===== config.mk =====
export PLATFORM = sky130hd
export DESIGN_NAME = least_outstanding_arbiter_core
export DESIGN_NICKNAME = d
export VERILOG_FILES = /design/src/rtl/loa_pkg.sv /design/src/rtl/least_outstanding_arbiter_core.sv /design/src/rtl/loa_ctrl.sv /design/src/rtl/loa_dp.sv
export VERILOG_INCLUDE_DIRS = /design/src /design/src/rtl
export SDC_FILE = /design/constraint.sdc
export NUM_CORES = 1
export LEC_CHECK = 0
export BUFFER_PORTS_ARGS = -buffer_cell sky130_fd_sc_hd__buf_2
export CAP_MARGIN = 20
export CORE_MARGIN = 3
export CORE_UTILIZATION = 59
export CTS_BUF_LIST = sky130_fd_sc_hd__clkbuf_8
export DETAILED_ROUTE_END_ITERATION = 6
export GPL_TIMING_DRIVEN = 1
export PLACE_DENSITY = 0.79
export REMOVE_ABC_BUFFERS = 1
export SLEW_MARGIN = 25
export SYNTH_ARGS = -nofsm -noshare
export SYNTH_HDL_FRONTEND = slang
export SYNTH_SLANG_ARGS = --single-unit

===== constraint.sdc =====
create_clock -name clk -period 3.4 [get_ports clk]
set_input_delay 0.17 -clock clk [delete_from_list [all_inputs] [get_ports clk]]
set_output_delay 0.17 -clock clk [all_outputs]
set_load 0.1 [all_outputs]

===== src/rtl/least_outstanding_arbiter_core_assert.svh =====
// Assertion macros shared by the arbiter RTL.
// Expects clk and rst_n in the including module's scope.
`ifndef LEAST_OUTSTANDING_ARBITER_CORE_ASSERT_SVH
`define LEAST_OUTSTANDING_ARBITER_CORE_ASSERT_SVH

// cond holds at every clock edge out of reset
`define LOA_ASSERT(label, cond) \
    label: assert property (@(posedge clk) disable iff (!rst_n) (cond)) \
        else $error("arbiter check failed");

// ante implies cons in the same cycle
`define LOA_ASSERT_IMPL(label, ante, cons) \
    label: assert property (@(posedge clk) disable iff (!rst_n) (ante) |-> (cons)) \
        else $error("arbiter check failed");

// ante implies cons in the next cycle
`define LOA_ASSERT_NEXT(label, ante, cons) \
    label: assert property (@(posedge clk) disable iff (!rst_n) (ante) |=> (cons)) \
        else $error("arbiter check failed");

`endif


===== src/rtl/loa_pkg.sv =====
// Shared types and constants for the least-outstanding arbiter.
// Used by loa_ctrl, loa_dp and least_outstanding_arbiter_core.
package loa_pkg;

    localparam int MAX_TARGETS_DEF = 16;
    localparam int COUNT_WIDTH_DEF = 16;
    localparam int TGT_W           = 4;
    localparam int LOAD_W          = 16;
    localparam int CFG_W           = 5;

    typedef enum logic [1:0] {
        ERR_OK    = 2'd0,
        ERR_SAT   = 2'd1,
        ERR_ZERO  = 2'd2,
        ERR_RANGE = 2'd3
    } err_t;

    typedef enum logic [2:0] {
        ST_IDLE,
        ST_SCAN,
        ST_LAST,
        ST_DUPD,
        ST_CRD,
        ST_CUPD
    } state_t;

    typedef struct packed {
        logic latch;
        logic scan_rd;
        logic disp_upd;
        logic cmpl_upd;
    } cmd_t;

    typedef struct packed {
        logic scan_last;
    } sts_t;

endpackage


===== src/rtl/least_outstanding_arbiter_core.sv =====
// Top level of the least-outstanding arbiter.
// Depends on loa_pkg, loa_ctrl and loa_dp.
//
// Each word in gives exactly one result word, shown on chosen_target, target_load
// and error_code for a single cycle with done high; the receiver cannot stall and
// must take it then. A word is taken when start is high and busy is low. A dispatch
// reads one counter per cycle from the counter memory, starting at the rotating
// pointer, for all N = target_count counters and then passes ST_LAST and ST_DUPD;
// a completion passes ST_CRD and ST_CUPD. Busy is high through these states, and
// the next word can be taken once it is low again. The result is shown in the first
// cycle that busy is low again. Write target_count through cfg_we/cfg_wdata
// only while idle; 0 is held as 1 and values above MAX_TARGETS as MAX_TARGETS.
module least_outstanding_arbiter_core
#(
    parameter int MAX_TARGETS = loa_pkg::MAX_TARGETS_DEF,
    parameter int COUNT_WIDTH = loa_pkg::COUNT_WIDTH_DEF
)
(
    input  logic                        clk,
    input  logic                        rst_n,
    input  logic                        cfg_we,
    input  logic [loa_pkg::CFG_W-1:0]   cfg_wdata,
    input  logic                        start,
    output logic                        busy,
    input  logic                        action,
    input  logic [loa_pkg::TGT_W-1:0]   done_target,
    output logic                        done,
    output logic [loa_pkg::TGT_W-1:0]   chosen_target,
    output logic [loa_pkg::LOAD_W-1:0]  target_load,
    output logic [1:0]                  error_code
);

    loa_pkg::cmd_t cmd;
    loa_pkg::sts_t sts;

    loa_ctrl u_ctrl
    (
        .clk    (clk),
        .rst_n  (rst_n),
        .start  (start),
        .action (action),
        .sts    (sts),
        .cmd    (cmd),
        .busy   (busy)
    );

    loa_dp
    #(
        .MAX_TARGETS (MAX_TARGETS),
        .COUNT_WIDTH (COUNT_WIDTH)
    )
    u_dp
    (
        .clk           (clk),
        .rst_n         (rst_n),
        .cfg_we        (cfg_we),
        .cfg_wdata     (cfg_wdata),
        .done_target   (done_target),
        .cmd           (cmd),
        .sts           (sts),
        .done          (done),
        .chosen_target (chosen_target),
        .target_load   (target_load),
        .error_code    (error_code)
    );

endmodule


===== src/rtl/loa_ctrl.sv =====
// Sequencer for the least-outstanding arbiter.
// Depends on loa_pkg; drives loa_dp through cmd_t, reads sts_t.
module loa_ctrl
(
    input  logic          clk,
    input  logic          rst_n,
    input  logic          start,
    input  logic          action,
    input  loa_pkg::sts_t sts,
    output loa_pkg::cmd_t cmd,
    output logic          busy
);

    loa_pkg::state_t state_reg;
    loa_pkg::state_t state_next;

    always_ff @(posedge clk or negedge rst_n)
    begin
        if (!rst_n)
        begin
            state_reg <= loa_pkg::ST_IDLE;
        end
        else
        begin
            state_reg <= state_next;
        end
    end

    always_comb
    begin
        state_next = state_reg;
        case (state_reg)
            loa_pkg::ST_IDLE:
            begin
                if (start)
                begin
                    state_next = action ? loa_pkg::ST_CRD : loa_pkg::ST_SCAN;
                end
            end
            loa_pkg::ST_SCAN:
            begin
                if (sts.scan_last)
                begin
                    state_next = loa_pkg::ST_LAST;
                end
            end
            loa_pkg::ST_LAST: state_next = loa_pkg::ST_DUPD;
            loa_pkg::ST_DUPD: state_next = loa_pkg::ST_IDLE;
            loa_pkg::ST_CRD:  state_next = loa_pkg::ST_CUPD;
            loa_pkg::ST_CUPD: state_next = loa_pkg::ST_IDLE;
            default:          state_next = loa_pkg::ST_IDLE;
        endcase
    end

    always_comb
    begin
        cmd  = '0;
        busy = 1'b1;
        case (state_reg)
            loa_pkg::ST_IDLE:
            begin
                busy      = 1'b0;
                cmd.latch = start;
            end
            loa_pkg::ST_SCAN: cmd.scan_rd  = 1'b1;
            loa_pkg::ST_DUPD: cmd.disp_upd = 1'b1;
            loa_pkg::ST_CUPD: cmd.cmpl_upd = 1'b1;
            default:          cmd          = '0;
        endcase
    end

endmodule


===== src/rtl/loa_dp.sv =====
// Datapath: counter memory, scan compare, pointer and result word.
// Depends on loa_pkg and least_outstanding_arbiter_core_assert.svh.
`include "least_outstanding_arbiter_core_assert.svh"

module loa_dp
#(
    parameter int MAX_TARGETS = loa_pkg::MAX_TARGETS_DEF,
    parameter int COUNT_WIDTH = loa_pkg::COUNT_WIDTH_DEF
)
(
    input  logic                        clk,
    input  logic                        rst_n,
    input  logic                        cfg_we,
    input  logic [loa_pkg::CFG_W-1:0]   cfg_wdata,
    input  logic [loa_pkg::TGT_W-1:0]   done_target,
    input  loa_pkg::cmd_t               cmd,
    output loa_pkg::sts_t               sts,
    output logic                        done,
    output logic [loa_pkg::TGT_W-1:0]   chosen_target,
    output logic [loa_pkg::LOAD_W-1:0]  target_load,
    output logic [1:0]                  error_code
);

    localparam int IDX_W = $clog2(MAX_TARGETS);
    localparam int NW    = $clog2(MAX_TARGETS + 1);
    localparam int CMP_W = NW + loa_pkg::CFG_W;

    logic [COUNT_WIDTH-1:0] mem [MAX_TARGETS];
    logic [MAX_TARGETS-1:0] vld_reg;

    logic [NW-1:0]          n_reg;
    logic [IDX_W-1:0]       ptr_reg;
    logic [IDX_W-1:0]       startp_reg;
    logic [IDX_W-1:0]       scan_reg;
    logic [IDX_W-1:0]       cnt_reg;
    logic [loa_pkg::TGT_W-1:0] done_reg;

    logic                   pv_reg;
    logic                   pfirst_reg;
    logic [IDX_W-1:0]       pidx_reg;
    logic [COUNT_WIDTH-1:0] rd_data_reg;
    logic                   rd_vld_reg;

    logic [IDX_W-1:0]       best_idx_reg;
    logic [COUNT_WIDTH-1:0] best_load_reg;

    logic                      strb_reg;
    logic [loa_pkg::TGT_W-1:0] chosen_reg;
    logic [COUNT_WIDTH-1:0]    load_reg;
    loa_pkg::err_t             err_reg;

    logic [CMP_W-1:0]       n_ext;
    logic [CMP_W-1:0]       w_ext;
    logic [NW-1:0]          n_next;
    logic [IDX_W-1:0]       start_sel;
    logic [IDX_W-1:0]       scan_next;
    logic [IDX_W-1:0]       ptr_next;
    logic [IDX_W-1:0]       rd_addr;
    logic [COUNT_WIDTH-1:0] load_eff;
    logic                   best_upd;
    logic                   sat;
    logic                   in_range;
    logic                   wr_en;
    logic [IDX_W-1:0]       wr_addr;
    logic [COUNT_WIDTH-1:0] wr_data;

    assign n_ext = CMP_W'(n_reg);
    assign w_ext = CMP_W'(cfg_wdata);

    always_comb
    begin
        if (w_ext == '0)
        begin
            n_next = NW'(1);
        end
        else if (w_ext > CMP_W'(MAX_TARGETS))
        begin
            n_next = NW'(MAX_TARGETS);
        end
        else
        begin
            n_next = NW'(w_ext);
        end
    end

    assign start_sel = (CMP_W'(ptr_reg) < n_ext) ? ptr_reg : '0;
    assign scan_next = (CMP_W'(scan_reg) + CMP_W'(1) >= n_ext) ? '0 : scan_reg + IDX_W'(1);
    assign ptr_next  = (CMP_W'(startp_reg) + CMP_W'(1) >= n_ext) ? '0 : startp_reg + IDX_W'(1);
    assign sts.scan_last = (CMP_W'(cnt_reg) == n_ext - CMP_W'(1));

    assign rd_addr  = cmd.scan_rd ? scan_reg : IDX_W'(done_reg);
    assign load_eff = rd_vld_reg ? rd_data_reg : '0;
    assign best_upd = pv_reg && (pfirst_reg || (load_eff < best_load_reg));
    assign sat      = &best_load_reg;
    assign in_range = CMP_W'(done_reg) < n_ext;

    always_comb
    begin
        wr_en   = 1'b0;
        wr_addr = best_idx_reg;
        wr_data = sat ? best_load_reg : best_load_reg + COUNT_WIDTH'(1);
        if (cmd.disp_upd)
        begin
            wr_en = 1'b1;
        end
        else if (cmd.cmpl_upd && in_range && (load_eff != '0))
        begin
            wr_en   = 1'b1;
            wr_addr = IDX_W'(done_reg);
            wr_data = load_eff - COUNT_WIDTH'(1);
        end
    end

    // counter store, registered read
    always_ff @(posedge clk)
    begin
        if (wr_en)
        begin
            mem[wr_addr] <= wr_data;
        end
        rd_data_reg <= mem[rd_addr];
    end

    always_ff @(posedge clk or negedge rst_n)
    begin
        if (!rst_n)
        begin
            vld_reg    <= '0;
            n_reg      <= NW'(1);
            ptr_reg    <= '0;
            pv_reg     <= 1'b0;
            pfirst_reg <= 1'b0;
            strb_reg   <= 1'b0;
        end
        else
        begin
            if (wr_en)
            begin
                vld_reg[wr_addr] <= 1'b1;
            end
            if (cfg_we)
            begin
                n_reg   <= n_next;
                ptr_reg <= '0;
            end
            else if (cmd.disp_upd)
            begin
                ptr_reg <= ptr_next;
            end
            pv_reg     <= cmd.scan_rd;
            pfirst_reg <= cmd.scan_rd && (cnt_reg == '0);
            strb_reg   <= cmd.disp_upd || cmd.cmpl_upd;
        end
    end

    always_ff @(posedge clk)
    begin
        rd_vld_reg <= vld_reg[rd_addr];
        pidx_reg   <= scan_reg;
        if (cmd.latch)
        begin
            startp_reg <= start_sel;
            scan_reg   <= start_sel;
            cnt_reg    <= '0;
            done_reg   <= done_target;
        end
        else if (cmd.scan_rd)
        begin
            scan_reg <= scan_next;
            cnt_reg  <= cnt_reg + IDX_W'(1);
        end
        if (best_upd)
        begin
            best_idx_reg  <= pidx_reg;
            best_load_reg <= load_eff;
        end
        if (cmd.disp_upd)
        begin
            chosen_reg <= loa_pkg::TGT_W'(best_idx_reg);
            load_reg   <= wr_data;
            err_reg    <= sat ? loa_pkg::ERR_SAT : loa_pkg::ERR_OK;
        end
        else if (cmd.cmpl_upd)
        begin
            chosen_reg <= done_reg;
            if (!in_range)
            begin
                load_reg <= '0;
                err_reg  <= loa_pkg::ERR_RANGE;
            end
            else if (load_eff == '0)
            begin
                load_reg <= '0;
                err_reg  <= loa_pkg::ERR_ZERO;
            end
            else
            begin
                load_reg <= wr_data;
                err_reg  <= loa_pkg::ERR_OK;
            end
        end
    end

    assign done          = strb_reg;
    assign chosen_target = chosen_reg;
    assign target_load   = loa_pkg::LOAD_W'(load_reg);
    assign error_code    = err_reg;

    `LOA_ASSERT(a_n_range, (n_reg != '0) && (n_ext <= CMP_W'(MAX_TARGETS)))
    `LOA_ASSERT(a_ptr_range, CMP_W'(ptr_reg) < n_ext)
    `LOA_ASSERT_IMPL(a_no_wr_in_scan, cmd.scan_rd, !wr_en)
    `LOA_ASSERT_IMPL(a_sat_full, strb_reg && (err_reg == loa_pkg::ERR_SAT), &load_reg)
    `LOA_ASSERT_NEXT(a_strobe, cmd.disp_upd || cmd.cmpl_upd, strb_reg)

endmodule

# Word-level counts from Yosys, hierarchy flattened
# Memory sizes are Yosys's and may differ from the RTL's. A register that Yosys moved wholly into a read port is not among the register bits.
# Index checks and enable logic that the tools add are counted.
# op_classes
eq_ne	8
reduce_logical	17
order_cmp	9
addsub	8
bitwise_logic	1
mux	44
# ops
cell	n
$mux 16	8
$mux 4	12
$ge 10x5->1	2
$add 16x1->16 const B	1
$logic_not 16->1	1
$lt 16x16->1	1
$or 16x16->16	1
$reduce_and 16->1	1
$reduce_bool 16->1	1
$sub 16x1->16 const B	1
$add 4x1->4 const B	3
$mux 1	12
$pmux 3 s4	1
$add 4x1->5 const B	2
$eq 4x10->1	1
$logic_not 10->1	1
$lt 4x5->1	2
$lt 4x5->1 const B	2
$mux 5	2
$mux 3	3
$mux 2	4
$eq 3x2->1 const B	2
$eq 3x3->1 const B	2
$reduce_bool 2->1	3
12 further kinds	18
# word_totals
register_bits	94
input_bits	14
ram_bits	256
wordCells	106
mem_count	1
output_inout_bits	24
# memory_table
name	depth	word_bits	rd	rd_clocked_by_memory_dff	wr	line_no	text
u_dp.mem	16	16	1	1	1	loa_dp.sv:28	logic [COUNT_WIDTH-1:0] mem [MAX_TARGETS];

# Depth between registers and ports, before layout
# depth
depth_word	11
ltp_mapped	12

# By module
# From an unflattened synthesis, not the netlist that was laid out.
# hier_totals
cells_unflattened	1024
hier_area_um2	15964.1
# by_module_without_submodules
mod	n_inst	area_each_um2	seq_area_each_um2	cells_each
loa_dp	1	15771.4	10511.3	1001
loa_ctrl	1	192.7	75.1	23

# Least setup slack after synthesis
# No wires, ideal clock.
# synth_path
kind	register -> register
start	register u_dp.rd_vld_reg
end	register u_dp.best_idx_reg[0], enable pin
arrival_ps	2941
period_less_slack_ps	3319
path_buffers	3
slack_ps	81
setup_time_ps	378
stages_incl_launch_ff	12
path_cell_list	dfxtp_1 clkbuf_1 clkbuf_1 clkbuf_1 and2_1 ha_1 o21ai_0 a31oi_1 a2111oi_0 a211oi_1 o41ai_1 and3_1
# synth_between
elab_chain_len	4
# synth_lines
element	line_no	text
from (decl)	loa_dp.sv:42	logic rd_vld_reg;
from (signal assigned)	loa_dp.sv:158	rd_vld_reg <= vld_reg[rd_addr];
$mux 16	loa_dp.sv:92	assign load_eff = rd_vld_reg ? rd_data_reg : '0;
$lt 16x16->1	loa_dp.sv:93	assign best_upd = pv_reg && (pfirst_reg || (load_eff < best_load_reg));
$logic_or 1x1->1	loa_dp.sv:93	
$logic_and 1x1->1	loa_dp.sv:93	
via u_dp.best_upd	loa_dp.sv:60	logic best_upd;
to (signal assigned)	loa_dp.sv:174	best_idx_reg <= pidx_reg;
to (decl)	loa_dp.sv:44	logic [IDX_W-1:0] best_idx_reg;
# The timed path passes the listed nets, and every way through them passes these cells.
# A chain may end at the register's enable or synchronous reset.

# Worst setup path in the final report
# layout_path
start	register u_dp.n_reg[2]
end	memory u_dp.mem[13][7] (netlist bit), enable pin
# layout_between
elab_chain_len	7
# layout_lines
element	line_no	text
from (decl)	loa_dp.sv:31	logic [NW-1:0] n_reg;
from (signal assigned)	loa_dp.sv:143	n_reg <= n_next;
$lt 4x5->1 (*)	loa_dp.sv:95	assign in_range = CMP_W'(done_reg) < n_ext;
$logic_and 1x1->1 (*) (2 in series)	loa_dp.sv:106	else if (cmd.cmpl_upd && in_range && (load_eff != '0))
$mux 1	loa_dp.sv:106	
$mux 1	loa_dp.sv:102	if (cmd.disp_upd)
$mux 1	loa_dp.sv:117	if (wr_en)
$mux 1 (not written as such)	loa_dp.sv:119	mem[wr_addr] <= wr_data;
to (decl)	loa_dp.sv:28	
# Mark *: on every way between the ends. The rest lies on a longest branch, timed or not.

==> impl_metrics.toml <==
[worst_setup_path]
crit_type = "reg -> reg"
worstPathArrival_ns = 3.31
crit_path_max_fanout = 16
cp_cell_sequence = "inv_1 -> ha_1 -> o21ai_0 -> a221o_1 -> and3_2 -> buf_4 -> a31oi_2 -> nor2_2"
reg2reg_to = "u_dp.mem[13][7]"
worstRegToRegCells = 8
critPathRequiredTime_ns = 3.59
reg2reg_from = "u_dp.n_reg[2]"
start_kind = "flip-flop"
crit_family = "simple AND/OR/NAND/NOR gates"
slowest_stage = "nor2_2"
end_kind = "flip-flop"
max_stage_delay_ns = 0.73
reg2reg_slack_ns = 0.28
critPathBufInv = 2

[floorplanning]
dieArea_um2 = 29320
row_count = 59
coreArea_um2 = 26430
die_h_um = 171.2
ioPinCount = 38
start_util = 0.6096
fp.dieW_um = 171.2

[final_layout]
multi_input_area_um2 = 5102
seq_area_um2 = 10590
antennaDiodeCount = 0
largest_register_ffs = 256
regMostFlops = "u_dp.mem"
fin_area_um2 = 18180
final_nets = 1458
area_growth_pct = 12.85
nFillCells = 1781
drive_gt1_frac = 0.1437

[synth]
synth_top_area_frac = 0.5778
synth_cells = 1299
ys_ff_latch = 366
yosysWarningCount = 0
syn_area_per_cell_um2 = 12.40
synth_enable_flop_cells = 310
synth_flop_cell = "edfxtp_1"
ys_top_cells_by_count = "edfxtp_1 (310), nand2_1 (285), mux2i_1 (68)"
seq_area_frac_synth = 0.6571
yosysTopAreaCell = "edfxtp_1"
yosysUniqueCellTypes = 68
synthArstFlopShare = 0.08470
yosysMostFrequentCell = "edfxtp_1"
netlist_area_um2 = 16110
synth.area.top_cells = "edfxtp_1 (58%), nand2_1 (6.6%), dfrtp_1 (4.7%), mux2i_1 (4.2%), dfxtp_1 (3.1%)"

[placement]
port_buffers = 37
gp_congestion = 0.8718
dpl-instance-area_um2 = 16920
hpwlAfterDp_um = 23480
dp_slack_ns = 0.1834

[drt]
drc = 0
post_drt_wl_per_cell_um = 20.59
num_vias = 10700
wl_um = 36700
detail-route-antenna-nets = 0
drt_iter0_drc = 1064
viasPerCell = 6.004
firstDrtPassIters = 5

[pwr]
seqPwrFrac = 0.391
leakagePower_nw = 6.961
p_int_mw = 10.25
total_power_mw = 17.43
ir_drop_mv = 0.6758
p_switching_mw = 7.179
comb_power_share = 0.417
clkPwrFrac = 0.192
swShare = 0.4119
power_density_nw_per_um2 = 958.8

[flow_run]
maxCapViolCount = 0

[global_routing]
grt_pass1_wl_um = 57820
grtUsageTotal = 0.2564
grt_pass1_vias = 10620
grt_max_degree = 91
antenna_found_initial = 0
grt_overflow_total = 0

[sta]
relSlewSlack = 0.3722
worst_pin_slew_ns = 0.9407
period_needed_ns = 3.120
fmax_mhz = 320.5
hold_violations = 0
skew_ns = 0.03225
rsz0062_at_grt = "no"
setup_slack_ns = 0.2800
period_share = 0.9176
setup_viol = 0
drv_slew = 0

[clock_tree]
cts_setup_buffers = 0
clockBufferDepth = 3
clkTransAtPathRegs_ns = 0.06
cts_tree = "done"
htreeDepth = 2
cts_buffers = 56
clkLatencyLatePin_ns = 0.59
clockRootBuffer = "clkbuf_8"
cts_sinks = 366

[worst_hold_path]
min_path_type = "in -> async"

[status]
status = "finished, final reports clean"
-- area by class of cell --
type,count,share of cell area
timing repair buffer,111,0.04790
sequential,366,0.5823
clock inverter,30,0.006814
multi-input combinational,829,0.2807
inverter,45,0.009291
clock buffer,66,0.04997
tap,335,0.02306
-- layout by cell type (no fill, tap or decap), types with 7 or more instances in the layout --
cell,Yosys,final
edfxtp_1,310,310
o221ai_1,17,17
nand3_1,61,61
dfxtp_1,25,25
nor3_1,14,14
nand2_1,285,285
buf_4,2,46
inv_1,44,59
nand3b_1,21,21
ha_1,35,35
dfrtp_1,30,30
nor2_2,2,13
xnor2_1,16,16
nor2_1,53,40
nand4_1,11,11
a21oi_1,23,22
mux2i_1,68,67
and2_1,24,23
clkbuf_8,1,66
dlygate4sd3_1,0,22
o21bai_1,15,15
clkinv_2,0,9
buf_2,26,37
a32oi_1,17,17
xor2_1,13,13
a31oi_1,7,7
a21o_1,8,8
o21ai_0,58,58
-- per-layer routing --
metal / track usage / wire (µm) / up-vias
li1: - / - / 4948
met1: 0.3430 / 14740 / 5161
met2: 0.4284 / 18080 / 500
met3: 0.03792 / 2661 / 91
met4: 0.1022 / 1214 / 0
met5: 0 / 0 / -
-- power by group through the flow --
stage | sequential [mW] | clock, mW | combinational, mW
2_1_floorplan | 7.56 | 0 | 3.81
3_3_place_gp | 6.86 | 0 | 6.99
3_5_place_dp | 6.89 | 0 | 7.15
4_1_cts | 6.80 | 3.37 | 7.22
5_1_grt | 6.89 | 3.58 | 7.86
6_report | 6.82 | 3.34 | 7.27
-- stage by stage --
step	instances	hold WS, ns	setup TNS, ns	util
after floorplan	1240	-0.1256	-306.58	-
final	1782	0.1890	0	0.6879
after CTS	1782	0.1855	0	0.6875
after global placement	1664	0.2538	0	0.6401
after global routing	1782	0.2379	0	0.6879
after detailed placement	1664	0.2674	0	0.6401
-- worst max-delay path by stage --
| stage | from | to | slack [ns] | cells after the start |
|---|---|---|---|---|
| 2_1_floorplan | u_ctrl.state_reg[1] | u_dp.rd_data_reg[14] | -4.94 | 8 |
| 3_3_place_gp | u_dp.n_reg[2] | u_dp.mem[7][3] | 0.35 | 8 |
| 3_5_place_dp | u_dp.n_reg[2] | u_dp.mem[15][9] | 0.18 | 8 |
| 4_1_cts | u_dp.n_reg[2] | u_dp.mem[15][11] | 0.15 | 8 |
| 5_1_grt | u_dp.n_reg[2] | u_dp.mem[13][0] | 0.08 | 8 |
| 6_report | u_dp.n_reg[2] | u_dp.mem[13][7] | 0.28 | 8 |
-- timing repair --
item | 4_1_cts | 5_1_grt
resized for setup | 0 | 2
hold buffers | 22 | 0
endpoints found under the hold margin | 41 | 0
endpoints found under the setup margin | 0 | 16
-- logic make-up after synthesis --
| kind of cell | synth area share |
|---|---|
| buf+inv | 0.03044 |
| compound gates | 0.07751 |
| fa+ha+maj | 0.02718 |
| xor+xnor | 0.01577 |
| simple gates | 0.1450 |
| flops | 0.6571 |
| mux | 0.04699 |
Power figures use the tool's default switching activity.
